## src/design/path_distance_clipper_macros.svh

```systemverilog
// Assertion helpers shared by the clipper modules.
`ifndef PATH_DISTANCE_CLIPPER_MACROS_SVH
`define PATH_DISTANCE_CLIPPER_MACROS_SVH

// Same-cycle implication, off while reset is asserted.
`define PDC_ASSERT_IMP(lbl, clk, rstn, ante, cons, msg) \
	lbl: assert property (@(posedge clk) disable iff (!rstn) (ante) |-> (cons)) \
		else $error(msg);

// Next-cycle implication, off while reset is asserted.
`define PDC_ASSERT_NXT(lbl, clk, rstn, ante, cons, msg) \
	lbl: assert property (@(posedge clk) disable iff (!rstn) (ante) |=> (cons)) \
		else $error(msg);

`endif

```

## src/design/pdc_pkg.sv

```systemverilog
`default_nettype none

package pdc_pkg;

	// coordinate format
	localparam int COORD_BITS = 24;
	// difference magnitudes at or above 2^WIDE_SHIFT are halved before squaring
	localparam int WIDE_SHIFT = 31;
	localparam int OP_BITS    = (COORD_BITS > WIDE_SHIFT) ? WIDE_SHIFT : COORD_BITS;
	localparam int SQ_BITS    = 2 * OP_BITS + 1;
	localparam int ROOT_BITS  = (SQ_BITS + 1) / 2;
	localparam int RAD_BITS   = 2 * ROOT_BITS;
	localparam int REM_BITS   = ROOT_BITS + 2;
	localparam int CNT_BITS   = $clog2(ROOT_BITS);
	localparam int D_BITS     = ROOT_BITS + 1;
	localparam int ACC_BITS   = 32;
	localparam int SUM_BITS   = ((D_BITS > ACC_BITS) ? D_BITS : ACC_BITS) + 1;

	// configuration registers
	localparam int MAXD_BITS    = 24;
	localparam int NEAR_BITS    = 16;
	localparam int ADDR_BITS    = 3;
	localparam int DATA_BITS    = 32;
	localparam int REG_IDX_BITS = 1;
	localparam logic [REG_IDX_BITS-1:0] REG_MAX_DIST = 1'b0;
	localparam logic [REG_IDX_BITS-1:0] REG_NEAR     = 1'b1;
	localparam logic [MAXD_BITS-1:0] MAXD_RESET = 24'd131072;
	localparam logic [NEAR_BITS-1:0] NEAR_RESET = 16'd3932;

	// passed-point count
	localparam logic [1:0] PASS_NONE  = 2'd0;
	localparam logic [1:0] PASS_FIRST = 2'd1;
	localparam logic [1:0] PASS_MAX   = 2'd3;

	typedef struct packed {
		logic load;
		logic sq_first;
		logic sq_second;
		logic commit;
	} pdc_cmd_t;

	typedef struct packed {
		logic bypass;
		logic root_busy;
		logic root_last;
		logic out_free;
	} pdc_stat_t;

endpackage

`default_nettype wire

```

## src/design/pdc_sqrt.sv

```systemverilog
`default_nettype none

module pdc_sqrt (
	input  logic                          clk,
	input  logic                          arst_n,
	input  logic                          start,
	input  logic [pdc_pkg::SQ_BITS-1:0]   rad,
	output logic [pdc_pkg::ROOT_BITS-1:0] root,
	output logic                          busy,
	output logic                          last_step
);
	import pdc_pkg::*;

	logic                 busy_q;
	logic [CNT_BITS-1:0]  cnt_q;
	logic [RAD_BITS-1:0]  rad_q;
	logic [REM_BITS-1:0]  rem_q;
	logic [ROOT_BITS-1:0] root_q;
	logic [REM_BITS+1:0]  shifted;
	logic [REM_BITS+1:0]  trial;
	logic                 fits;

	// one result bit per cycle, restoring
	assign shifted = {rem_q, rad_q[RAD_BITS-1 -: 2]};
	assign trial   = (REM_BITS + 2)'({root_q, 2'b01});
	assign fits    = shifted >= trial;

	always_ff @(posedge clk or negedge arst_n) begin
		if (!arst_n) begin
			busy_q <= 1'b0;
			cnt_q  <= '0;
		end else if (start) begin
			busy_q <= 1'b1;
			cnt_q  <= CNT_BITS'(ROOT_BITS - 1);
		end else if (busy_q) begin
			if (cnt_q == '0) begin
				busy_q <= 1'b0;
			end else begin
				cnt_q <= cnt_q - 1'b1;
			end
		end
	end

	always_ff @(posedge clk) begin
		if (start) begin
			rad_q  <= RAD_BITS'(rad);
			rem_q  <= '0;
			root_q <= '0;
		end else if (busy_q) begin
			rad_q <= {rad_q[RAD_BITS-3:0], 2'b00};
			if (fits) begin
				rem_q  <= REM_BITS'(shifted - trial);
				root_q <= {root_q[ROOT_BITS-2:0], 1'b1};
			end else begin
				rem_q  <= REM_BITS'(shifted);
				root_q <= {root_q[ROOT_BITS-2:0], 1'b0};
			end
		end
	end

	assign root      = root_q;
	assign busy      = busy_q;
	assign last_step = busy_q && (cnt_q == '0);

endmodule

`default_nettype wire

```

## src/design/pdc_dp.sv

```systemverilog
`default_nettype none
`include "path_distance_clipper_macros.svh"

module pdc_dp (
	input  logic                                 clk,
	input  logic                                 arst_n,
	input  pdc_pkg::pdc_cmd_t                    cmd,
	output pdc_pkg::pdc_stat_t                   stat,
	input  logic signed [pdc_pkg::COORD_BITS-1:0] x_coord,
	input  logic signed [pdc_pkg::COORD_BITS-1:0] y_coord,
	input  logic                                 last_point,
	input  logic [pdc_pkg::MAXD_BITS-1:0]        length_limit,
	input  logic [pdc_pkg::NEAR_BITS-1:0]        near_radius,
	input  logic                                 out_stall,
	output logic                                 out_valid,
	output logic signed [pdc_pkg::COORD_BITS-1:0] x_out,
	output logic signed [pdc_pkg::COORD_BITS-1:0] y_out,
	output logic                                 last_out
);
	import pdc_pkg::*;

	logic signed [COORD_BITS-1:0] x_q, y_q, prev_x_q, prev_y_q;
	logic                         last_q;
	logic [ACC_BITS-1:0]          sum_q;
	logic [1:0]                   count_q;
	logic                         clip_q;
	logic                         at_start_q;
	logic                         out_valid_q;
	logic signed [COORD_BITS-1:0] x_out_q, y_out_q;
	logic                         last_out_q;
	logic [SQ_BITS-1:0]           sq_q;

	logic signed [COORD_BITS:0] dx_s, dy_s;
	logic [COORD_BITS-1:0]      dx_mag, dy_mag;
	logic                       wide;
	logic [OP_BITS-1:0]         dx_op, dy_op, mul_a;
	logic [2*OP_BITS-1:0]       prod;
	logic [SQ_BITS-1:0]         rad;
	logic [ROOT_BITS-1:0]       root;
	logic                       root_busy, root_last;
	logic [D_BITS-1:0]          seg;
	logic                       near_hit;
	logic [SUM_BITS-1:0]        sum_ext;
	logic [ACC_BITS-1:0]        sum_sat;
	logic [1:0]                 count_inc;
	logic                       clip_hit;
	logic                       emit;
	logic                       final_pt;

	// segment from the last passed point; with one point passed it is the start point
	assign dx_s   = {x_q[COORD_BITS-1], x_q} - {prev_x_q[COORD_BITS-1], prev_x_q};
	assign dy_s   = {y_q[COORD_BITS-1], y_q} - {prev_y_q[COORD_BITS-1], prev_y_q};
	assign dx_mag = dx_s[COORD_BITS] ? COORD_BITS'(-dx_s) : dx_s[COORD_BITS-1:0];
	assign dy_mag = dy_s[COORD_BITS] ? COORD_BITS'(-dy_s) : dy_s[COORD_BITS-1:0];
	assign wide   = ((dx_mag >> WIDE_SHIFT) != '0) || ((dy_mag >> WIDE_SHIFT) != '0);
	assign dx_op  = wide ? OP_BITS'(dx_mag >> 1) : OP_BITS'(dx_mag);
	assign dy_op  = wide ? OP_BITS'(dy_mag >> 1) : OP_BITS'(dy_mag);

	// one shared squarer: dx on the first pass, dy on the second
	assign mul_a = cmd.sq_first ? dx_op : dy_op;
	assign prod  = mul_a * mul_a;
	assign rad   = sq_q + SQ_BITS'(prod);

	pdc_sqrt u_sqrt (
		.clk       (clk),
		.arst_n    (arst_n),
		.start     (cmd.sq_second),
		.rad       (rad),
		.root      (root),
		.busy      (root_busy),
		.last_step (root_last)
	);

	assign seg       = wide ? {root, 1'b0} : {1'b0, root};
	assign near_hit  = (count_q == PASS_FIRST) && !last_q && (seg < D_BITS'(near_radius));
	assign sum_ext   = SUM_BITS'(sum_q) + SUM_BITS'(seg);
	assign sum_sat   = ((sum_ext >> ACC_BITS) != '0) ? '1 : ACC_BITS'(sum_ext);
	assign count_inc = (count_q == PASS_MAX) ? count_q : count_q + 2'd1;
	assign clip_hit  = (sum_sat >= ACC_BITS'(length_limit)) && (count_inc == PASS_MAX);
	assign emit      = at_start_q || (!clip_q && !near_hit);
	assign final_pt  = at_start_q ? last_q : (last_q || clip_hit);

	always_ff @(posedge clk) begin
		if (cmd.load) begin
			x_q    <= x_coord;
			y_q    <= y_coord;
			last_q <= last_point;
		end
		if (cmd.sq_first) begin
			sq_q <= SQ_BITS'(prod);
		end
		if (cmd.commit && emit) begin
			x_out_q    <= x_q;
			y_out_q    <= y_q;
			last_out_q <= final_pt;
		end
	end

	always_ff @(posedge clk or negedge arst_n) begin
		if (!arst_n) begin
			prev_x_q    <= '0;
			prev_y_q    <= '0;
			sum_q       <= '0;
			count_q     <= PASS_NONE;
			clip_q      <= 1'b0;
			at_start_q  <= 1'b1;
			out_valid_q <= 1'b0;
		end else begin
			if (cmd.commit && emit) begin
				out_valid_q <= 1'b1;
			end else if (!out_stall) begin
				out_valid_q <= 1'b0;
			end
			if (cmd.commit) begin
				priority if (at_start_q) begin
					prev_x_q   <= x_q;
					prev_y_q   <= y_q;
					sum_q      <= '0;
					count_q    <= PASS_FIRST;
					clip_q     <= 1'b0;
					at_start_q <= last_q;
				end else if (clip_q) begin
					if (last_q) begin
						clip_q     <= 1'b0;
						at_start_q <= 1'b1;
					end
				end else if (!near_hit) begin
					prev_x_q   <= x_q;
					prev_y_q   <= y_q;
					sum_q      <= sum_sat;
					count_q    <= count_inc;
					clip_q     <= clip_hit && !last_q;
					at_start_q <= last_q;
				end
			end
		end
	end

	assign stat.bypass    = at_start_q || clip_q;
	assign stat.root_busy = root_busy;
	assign stat.root_last = root_last;
	assign stat.out_free  = !out_valid_q || !out_stall;

	assign out_valid = out_valid_q;
	assign x_out     = x_out_q;
	assign y_out     = y_out_q;
	assign last_out  = last_out_q;

	`PDC_ASSERT_IMP(a_count_set, clk, arst_n, !at_start_q, count_q != PASS_NONE, "path open with no point passed")
	`PDC_ASSERT_IMP(a_clip_full, clk, arst_n, clip_q, (count_q == PASS_MAX) && !at_start_q, "clip without three points")
	`PDC_ASSERT_IMP(a_out_rise, clk, arst_n, $rose(out_valid_q), $past(cmd.commit), "result without commit")

endmodule

`default_nettype wire

```

## src/design/pdc_ctrl.sv

```systemverilog
`default_nettype none
`include "path_distance_clipper_macros.svh"

module pdc_ctrl (
	input  logic               clk,
	input  logic               arst_n,
	input  logic               in_valid,
	output logic               in_stall,
	input  pdc_pkg::pdc_stat_t stat,
	output pdc_pkg::pdc_cmd_t  cmd
);
	import pdc_pkg::*;

	typedef enum logic [2:0] {
		ST_IDLE,
		ST_SQ1,
		ST_SQ2,
		ST_ROOT,
		ST_DONE
	} state_t;

	state_t state_q;

	always_ff @(posedge clk or negedge arst_n) begin
		if (!arst_n) begin
			state_q <= ST_IDLE;
		end else begin
			unique case (state_q)
				ST_IDLE: if (in_valid) state_q <= ST_SQ1;
				ST_SQ1:  state_q <= stat.bypass ? ST_DONE : ST_SQ2;
				ST_SQ2:  state_q <= ST_ROOT;
				ST_ROOT: if (stat.root_last) state_q <= ST_DONE;
				ST_DONE: if (stat.out_free) state_q <= ST_IDLE;
			endcase
		end
	end

	always_comb begin
		cmd.load      = (state_q == ST_IDLE) && in_valid;
		cmd.sq_first  = (state_q == ST_SQ1);
		cmd.sq_second = (state_q == ST_SQ2);
		cmd.commit    = (state_q == ST_DONE) && stat.out_free;
	end

	assign in_stall = (state_q != ST_IDLE);

	`PDC_ASSERT_NXT(a_root_start, clk, arst_n, cmd.sq_second, stat.root_busy, "root unit did not start")
	`PDC_ASSERT_IMP(a_commit_free, clk, arst_n, cmd.commit, stat.out_free, "commit into a full output")

endmodule

`default_nettype wire

```

## src/design/path_distance_clipper.sv

```systemverilog
// Path length clipper. Waypoints come in one item at a time as signed x/y
// positions with 16 fraction bits plus a final-point flag; each item gives
// zero or one result item with the same coordinates and a final flag. The
// first point of a path is always passed. While it is the only point passed,
// later points inside near_radius of it are dropped unless they are final.
// The Euclidean length of every passed segment, floor(sqrt(dx^2 + dy^2)), is
// added to a saturating 32-bit sum; once the sum reaches length_limit with at
// least three points passed, that point leaves marked final and the rest of
// the path is dropped up to and including its final waypoint. Timing: an item
// that needs a segment length goes from its accept through the squaring of
// dx and then dy on a single shared squarer and the square-root unit, which
// resolves one result bit per cycle, to its commit before the next accept;
// the first point of a path and items dropped after a clip skip the dy square
// and the root. A finished result waits in the output register while the next
// item is taken. There is no clearing pass after reset. Registers sit on the APB
// port: length_limit at byte 0 (24 bits, reset 2.0 m), near_radius at byte 4
// (16 bits, reset 0.06 m); write them only while the block is idle.
`default_nettype none

module path_distance_clipper (
	input  logic                                  clk,
	input  logic                                  arst_n,
	// waypoint items in
	input  logic                                  in_valid,
	output logic                                  in_stall,
	input  logic signed [pdc_pkg::COORD_BITS-1:0] x_coord,
	input  logic signed [pdc_pkg::COORD_BITS-1:0] y_coord,
	input  logic                                  last_point,
	// clipped path items out
	output logic                                  out_valid,
	input  logic                                  out_stall,
	output logic signed [pdc_pkg::COORD_BITS-1:0] x_out,
	output logic signed [pdc_pkg::COORD_BITS-1:0] y_out,
	output logic                                  last_out,
	// configuration
	input  logic                                  psel,
	input  logic                                  penable,
	input  logic                                  pwrite,
	input  logic [pdc_pkg::ADDR_BITS-1:0]         paddr,
	input  logic [pdc_pkg::DATA_BITS-1:0]         pwdata,
	output logic [pdc_pkg::DATA_BITS-1:0]         prdata,
	output logic                                  pready
);
	import pdc_pkg::*;

	logic [MAXD_BITS-1:0]    max_q;
	logic [NEAR_BITS-1:0]    near_q;
	logic [REG_IDX_BITS-1:0] reg_idx;
	pdc_cmd_t                cmd;
	pdc_stat_t               stat;

	// Registers are word spaced; decode on the word index only.
	assign reg_idx = paddr[ADDR_BITS-1:2];
	assign pready  = 1'b1;

	// Write on the access phase of the transfer.
	always_ff @(posedge clk or negedge arst_n) begin
		if (!arst_n) begin
			max_q  <= MAXD_RESET;
			near_q <= NEAR_RESET;
		end else if (psel && penable && pwrite && pready) begin
			unique case (reg_idx)
				REG_MAX_DIST: max_q  <= MAXD_BITS'(pwdata);
				REG_NEAR:     near_q <= NEAR_BITS'(pwdata);
			endcase
		end
	end

	// Read back the register selected by the address.
	always_comb begin
		unique case (reg_idx)
			REG_MAX_DIST: prdata = DATA_BITS'(max_q);
			REG_NEAR:     prdata = DATA_BITS'(near_q);
		endcase
	end

	// Sequencer: accept, square dx, square dy and start the root, iterate, commit.
	pdc_ctrl u_ctrl (
		.clk      (clk),
		.arst_n   (arst_n),
		.in_valid (in_valid),
		.in_stall (in_stall),
		.stat     (stat),
		.cmd      (cmd)
	);

	// Item registers, squarer, root unit, path state and output register.
	pdc_dp u_dp (
		.clk          (clk),
		.arst_n       (arst_n),
		.cmd          (cmd),
		.stat         (stat),
		.x_coord      (x_coord),
		.y_coord      (y_coord),
		.last_point   (last_point),
		.length_limit (max_q),
		.near_radius  (near_q),
		.out_stall    (out_stall),
		.out_valid    (out_valid),
		.x_out        (x_out),
		.y_out        (y_out),
		.last_out     (last_out)
	);

endmodule

`default_nettype wire
```

## config.mk

```make
export PLATFORM = sky130hd
export DESIGN_NAME = path_distance_clipper
export DESIGN_NICKNAME = d
export VERILOG_FILES = /design/src/design/pdc_pkg.sv /design/src/design/pdc_sqrt.sv /design/src/design/pdc_dp.sv /design/src/design/pdc_ctrl.sv /design/src/design/path_distance_clipper.sv
export VERILOG_INCLUDE_DIRS = /design/src /design/src/design
export SDC_FILE = /design/constraint.sdc
export NUM_CORES = 2
export LEC_CHECK = 0
export ABC_CLOCK_PERIOD_IN_PS = 16700
export BUFFER_PORTS_ARGS = -buffer_cell sky130_fd_sc_hd__buf_2
export CAP_MARGIN = 0
export CORE_MARGIN = 4
export CORE_UTILIZATION = 64
export CTS_CLUSTER_DIAMETER = 120
export DETAILED_ROUTE_END_ITERATION = 8
export PLACE_DENSITY_LB_ADDON = 0.08
export SETUP_SLACK_MARGIN = 0.5
export SYNTH_ARGS = -nofsm -noshare
export SYNTH_HDL_FRONTEND = slang
export SYNTH_SLANG_ARGS = --single-unit
export TNS_END_PERCENT = 100
```

## constraint.sdc

```tcl
create_clock -name clk -period 16.7 [get_ports clk]
set_input_delay 0 -clock clk [delete_from_list [all_inputs] [get_ports clk]]
set_output_delay 0 -clock clk [all_outputs]
set_load 0.03 [all_outputs]
```

# == Word level (Yosys, flattened, before mapping) ==
# Index checks and enable logic that the tools add are counted.
# totals
inputBits,91
mem_bits_rw,0
mem_bits_ro,0
latch_bits,0
n_memories,0
word_cells,124
regBits,382
out_inout_bits,84
# classes
multipliers,1
order_cmp,3
mux,44
reduce_logical,29
n_div,0
n_addsub,9
bitwise_logic,1
eq_ne,14
shifts,0
# ops
op,count
two-way mux 24 bit,9
two-way mux 32 bit,4
two-way mux 49 bit,2
one-hot mux 32 bit (2 select lines),1
subtractor 24 x 24 -> 25 bit,2
adder 48 x 48 -> 49 bit,1
multiplier 24 x 24 -> 48 bit,1
negation 24 bit,2
adder 32 x 25 -> 33 bit,1
>= comparator 32 x 24 -> 1 bit,1
>= comparator 29 x 27 -> 1 bit,1
two-way mux 27 bit,1
subtractor 27 bit,1
less-than comparator 25 x 16 -> 1 bit,1
two-way mux 1 bit,15
two-way mux 5 bit,3
one-hot mux 3 bit (5 select lines),1
two-way mux 3 bit,4
logical AND 1 bit,11
two-way mux 2 bit,4
inequality test 2 x 1 -> 1 bit (second input constant),4
== test 3 x 2 -> 1 bit (second input constant),2
inequality test 2 bit (second input constant),3
AND reduction 2 bit,3
14 further kinds,23

# == Logic depth before layout (Yosys ltp) ==
# depth
ltp_word,8
depth_mapped,56
depth_no_buf,53

# == Cells and area by module ==
# Synthesis repeated with hierarchy kept, for this count alone.
# unflattened
hier_cells,4223
hier_area_um2,40719.1
# by_module_without_submodules
module,cells_each,seq_area_each_um2,instances,area_each_um2
pdc_dp,3465,6482.5,1,32417.3
pdc_sqrt,611,2682.6,1,6160.9
path_distance_clipper,123,1012.2,1,1943.1
pdc_ctrl,24,75.1,1,197.7

# == Least setup slack after synthesis ==
# Ideal clock, no wire load.
# synth_timing
path_kind,reg-to-reg
startpoint,register u_dp.prev_x_q[0]
endpoint,"register u_dp.u_sqrt.rad_q[47], data pin"
path_slack_ns,4.229
t_required_ns,16.433
path_buffers,2
period_less_slack_ns,12.471
arrival_ns,12.205
setup_ns,0.267
path_stages_with_launch,49
path_cell_list,dfrtp_1 -> ha_1 -> fa_1 -> and2b_1 -> o211ai_1 -> a21oi_1 -> a41oi_2 -> xor2_2 -> o221ai_2 -> a2111oi_4 -> a41o_1 -> a21oi_1 -> nor3b_2 -> or2_1 -> buf_6 -> buf_12 -> nor2_4 -> fa_1 -> [13 not listed] -> a21oi_1 -> o221ai_1 -> a311o_1 -> a211o_1 -> a21oi_1 -> o21bai_1 -> a21oi_1 -> xnor2_1 -> ha_1 -> and4_1 -> or4b_2 -> a31oi_1 -> a2111oi_0 -> o31ai_1 -> a21oi_1 -> o21bai_1 -> xnor2_1 -> o21ai_0
# synth_via
elab_chain_len,7
# synth_rtl
element,line,text
"start, declared",pdc_dp.sv:22,"logic signed [COORD_BITS-1:0] x_q, y_q, prev_x_q, prev_y_q;"
"start signal, assigned",pdc_dp.sv:116,prev_x_q <= x_q;
"start signal, assigned",pdc_dp.sv:128,prev_x_q <= x_q;
subtractor 24 x 24 -> 25 bit (*),pdc_dp.sv:51,"assign dx_s = {x_q[COORD_BITS-1], x_q} - {prev_x_q[COORD_BITS-1], prev_x_q};"
negation 24 bit,pdc_dp.sv:53,assign dx_mag = dx_s[COORD_BITS] ? COORD_BITS'(-dx_s) : dx_s[COORD_BITS-1:0];
two-way mux 24 bit (*),pdc_dp.sv:53,
two-way mux 24 bit (*),pdc_dp.sv:60,assign mul_a = cmd.sq_first ? dx_op : dy_op;
multiplier 24 x 24 -> 48 bit (*),pdc_dp.sv:61,assign prod = mul_a * mul_a;
via u_dp.prod[40],pdc_dp.sv:37,logic [2*OP_BITS-1:0] prod;
adder 48 x 48 -> 49 bit (*),pdc_dp.sv:62,assign rad = sq_q + SQ_BITS'(prod);
two-way mux 49 bit (*),pdc_sqrt.sv:45,if (start) begin
"end signal, assigned",pdc_sqrt.sv:46,rad_q <= RAD_BITS'(rad);
"end signal, assigned",pdc_sqrt.sv:50,"rad_q <= {rad_q[RAD_BITS-3:0], 2'b00};"
"end, declared",pdc_sqrt.sv:16,logic [RAD_BITS-1:0] rad_q;
# Mark *: on every way through the listed nets, which the timed path passes. The rest lies on a longest branch.
# A chain may end at the register's enable or synchronous reset.

# == Worst setup path after layout ==
# layout_timing
startpoint,register u_dp.x_q[0]
endpoint,"register u_dp.u_sqrt.rad_q[47], data pin"
# layout_via
elab_chain_len,7
# layout_rtl
element,line,text
"start, declared",pdc_dp.sv:22,
"start signal, assigned",pdc_dp.sv:85,x_q <= x_coord;
subtractor 24 x 24 -> 25 bit (*),pdc_dp.sv:51,
negation 24 bit,pdc_dp.sv:53,
two-way mux 24 bit (*),pdc_dp.sv:53,
two-way mux 24 bit (*),pdc_dp.sv:60,
multiplier 24 x 24 -> 48 bit (*),pdc_dp.sv:61,
via u_dp.prod[40],pdc_dp.sv:37,
adder 48 x 48 -> 49 bit (*),pdc_dp.sv:62,
two-way mux 49 bit (*),pdc_sqrt.sv:45,
# Marks and branches as above.

==> Implementation_results.wiki <==
{| class="wikitable"
! Metric !! Value
|-
| Fraction of layout instances using a drive strength above 1 || between 8 and 9%
|-
| Total setup violations reported at the end of the flow || 0
|-
| Critical Path Source Type || flip-flop
|-
| Placer congestion estimate || 0.892
|-
| Flip-flop and latch area || 10300 sq um
|-
| Floorplan row count || 91
|-
| R2r setup slk || around 1.9 ns
|-
| FF-to-FF path depth || 50
|-
| Combined area of the multi-input logic cells || between 20000 and 30000 sq um
|-
| Least-Margin Pin Slew || 1.23 ns
|-
| FF-to-FF Start || u_dp.x_q[0]
|-
| Cell accounting for the most synthesized area || fa_1
|-
| Maximum level of the CTS H-tree || 2
|-
| Count of buffers from port buffering || 155
|-
| Total via count in the routed design || 30297
|-
| Antenna violations before repair || 2
|-
| Routed length per instance || roughly 18 microns
|-
| First element of the critical path || u_dp.x_q[0]
|-
| Total Routing Usage GR || 29.9%
|-
| Sequential-to-total area share from yosys stat || 25.7%
|-
| Via density per instance || 5.75
|-
| Maximum clock skew at final layout || 0.0405 ns
|-
| Type of the worst setup path || reg2reg
|-
| Number of clock sinks seen by CTS || 381
|-
| Number of buffers on the longest clock path || 3
|-
| Highest clock frequency the design can meet || 0.0674 GHz
|-
| Outcome || complete, no violations
|-
| Total negative slack || 0 ns
|-
| RSZ-0062 raised after global routing || false
|-
| Final Hold Violating Endpoints || 0
|-
| Top-level port count || about 180
|-
| Endpoint of the most critical setup path || u_dp.u_sqrt.rad_q[47]
|-
| Floorplan Core Area || 61700 sq um
|-
| Number of synthesized flops with an enable pin || 194
|-
| Die boundary width || 258 microns
|-
| Starting density of the core || 64.6%
|-
| Count of routing violations after the opening detailed-route iteration || 2006
|-
| Mapped Avg Cell Area || about 9.4 sq um
|-
| Leading cell types by total area after synthesis || fa_1 22%, edfxtp_1 15%, ha_1 11%, dfrtp_1 7.8%, inv_1 6.1%
|-
| Inserted Clock Buffers || between 40 and 50
|-
| Top-area cell type share of the netlist area || between 20% and 30%
|-
| Tmin final || around 15 ns
|-
| Required time worst endpoint || 17.03 ns
|-
| Latest clock arrival within the worst-skew pair || 0.60 ns
|-
| Total congestion overflow after global routing || 0
|-
| Number of iterations in the first detailed-routing pass || 5
|-
| Tcrit/Tclk final || 88.8%
|-
| Clock slew seen by the registers of the worst setup and hold paths || roughly 0.060 ns
|-
| Clock root cell || clkbuf_16
|-
| Clock tree from TritonCTS || done
|-
| First-pass GRT wire length || 162000 microns
|-
| Critical Path Sink Type || flip-flop
|-
| Number of filler instances in the final layout || 4911
|-
| Total setup buffers inserted after CTS || 0
|-
| Delay of the slowest cell on the worst path || roughly 0.70 ns
|-
| Via count of the first global-routing pass || ~31000
|-
| Proportion of register bits with asynchronous set or reset after synthesis || between 30% and 40%
|-
| Number of DRC violations after detailed routing || 0
|-
| Area grow syn2layout || 9.68%
|-
| Detailed placer's ending HPWL || ~73000 microns
|-
| #FFs+latches synth || between 300 and 400
|-
| Antenna-violating nets left || 0
|-
| Cell at the slowest stage of the critical path || a21o_1
|-
| Count of nets after finishing || 5272
|-
| Largest net degree at the start of global routing || 89
|-
| Top flip-flop cell by instance count after synthesis || edfxtp_1
|-
| Data arrival time of the worst path || 15.16 ns
|-
| Relative max-transition margin || between 15 and 20%
|-
| Kind of path behind the tightest hold check || in2async
|-
| Highest fanout seen on the critical path || 16
|-
| Number of warning messages in the yosys log || 0
|-
| Most common cell after layout, fill and taps aside || inv_1
|-
| Routed WL || 97100 microns
|-
| Number of instances in the synthesized netlist || around 4200
|-
| Highest-count cells in the layout ignoring fill and taps || 644 x inv_1, 429 x fa_1, 373 x nand2_1, 362 x ha_1, 332 x nor2_1
|-
| Die height || 258 microns
|-
| Post-Synthesis Cell Area || 39900 sq um
|-
| End of the worst register-to-register path || u_dp.u_sqrt.rad_q[47]
|-
| Count of distinct cell types in the synthesized netlist || 104
|-
| Area enclosed by the die boundary || 66300 sq um
|-
| Max-cap violations || 0
|-
| Max Slew Vio Count || 0
|}
-- critical path: cells and delay by family (launching register included) --
kind | cells | cell delay (ns)
AOI/OAI and AO/OA | 22 | 5.41
xor gates and xnor gates | 4 | 0.63
DFF | 1 | 0.35
buffers and inverters | 7 | 1.05
adders and majority gates | 11 | 4.79
and+or+nand+nor | 6 | 2.31
-- sequential cells by signal (all words and copies together) (netlist names), 2 cells and up --
| name | flops |
|---|---|
| u_dp.u_sqrt.root | 25 |
| u_dp.u_sqrt.rad_q | 50 |
| u_dp.x_q | 24 |
| u_dp.x_out | 24 |
| u_dp.prev_y_q | 24 |
| max_q | 24 |
| u_dp.y_out | 24 |
| u_dp.sq_q | 47 |
| u_dp.u_sqrt.rem_q | 27 |
| u_dp.u_sqrt.cnt_q | 5 |
| near_q | 16 |
| u_ctrl.state_q | 3 |
| u_dp.prev_x_q | 24 |
| u_dp.sum_q | 32 |
| u_dp.count_q | 2 |
| u_dp.y_q | 24 |
-- cell families after synthesis --
kind of cell / count (synthesis) / synth area share [%]
other: 2 / 0.0188
adders and majority gates: 791 / 32.9
AOI/OAI and AO/OA: 864 / 13.9
DFF: 381 / 25.7
xor gates and xnor gates: 199 / 4.39
muxes: 102 / 2.71
and+or+nand+nor: 1074 / 12.5
buffers and inverters: 810 / 7.84
-- stage by stage --
stage / hold slack [ns] / area, sq um / instances / util [%] / setup slack [ns]
floorplan: -0.296 / 39900 / 4230 / - / 4.23
global placement: 0.0744 / 41400 / 5103 / 67.1 / 2.33
detailed placement: 0.0777 / 41400 / 5103 / 67.1 / 2.06
CTS: 0.0276 / 43700 / 5265 / 70.8 / 2.00
global route: 0.0485 / 43700 / 5266 / 70.8 / 0.872
finish: 0.0000420 / 43700 / 5266 / 70.8 / 1.87
-- repair_timing --
action	4_1_cts	5_1_grt
resized for setup	0	0
endpoints found under the hold margin	168	0
hold buffers	76	0
-- per-layer routing --
| metal | GRT usage, % | wire length, microns | part of all wire (%) |
|---|---|---|---|
| met5 | 0 | 13 | 0.013 |
| met4 | 8.71 | 2890 | 3.0 |
| met3 | 6.38 | 7450 | 7.7 |
| met2 | 49.3 | 45500 | 47 |
| met1 | 40.4 | 41200 | 42 |
-- cells in the mapped netlist (9+ instances only) --
cell type	n
edfxtp_1	194
nand4_1	22
dfstp_2	10
a21oi_1	208
buf_1	13
nor2b_1	35
o21a_1	32
a31oi_1	35
o21ai_1	9
buf_2	14
xnor2_1	121
a211oi_1	21
clkbuf_1	116
nor2_1	334
xor2_1	77
o211ai_1	15
nor3_1	40
o21ai_0	258
and3_1	26
inv_1	645
buf_4	10
nor4_1	10
ha_1	362
a22o_1	16
o31ai_1	12
o21bai_1	24
mux2i_1	57
and2_1	24
nand3_1	62
or3_1	26
nand2_1	375
dfrtp_1	124
or2_2	19
mux2_2	43
a21o_1	112
fa_1	429
nand2b_1	45
dfxtp_1	53
-- final cells by class --
type                       count  area share [%]
clock buffer                  61            2.83
clock inverter                25           0.738
timing repair buffer         268            4.16
sequential                   381            23.5
inverter                     654            5.62
antenna                        1         0.00572
multi-input combinational   3039            60.8
tap                          837            2.40
-- how the worst min path moves through the flow --
stage,depth (start not counted),to,from
floorplan,0,max_q[0],arst_n
global placement,1,u_dp.prev_y_q[19],arst_n
detailed placement,1,u_dp.prev_y_q[19],arst_n
CTS,2,u_dp.prev_y_q[19],arst_n
global route,2,u_dp.prev_y_q[19],arst_n
finish,2,u_dp.prev_y_q[19],arst_n
Power is not shown: default switching activity piles up to over one toggle a cycle in this logic, so the estimate is an artifact.
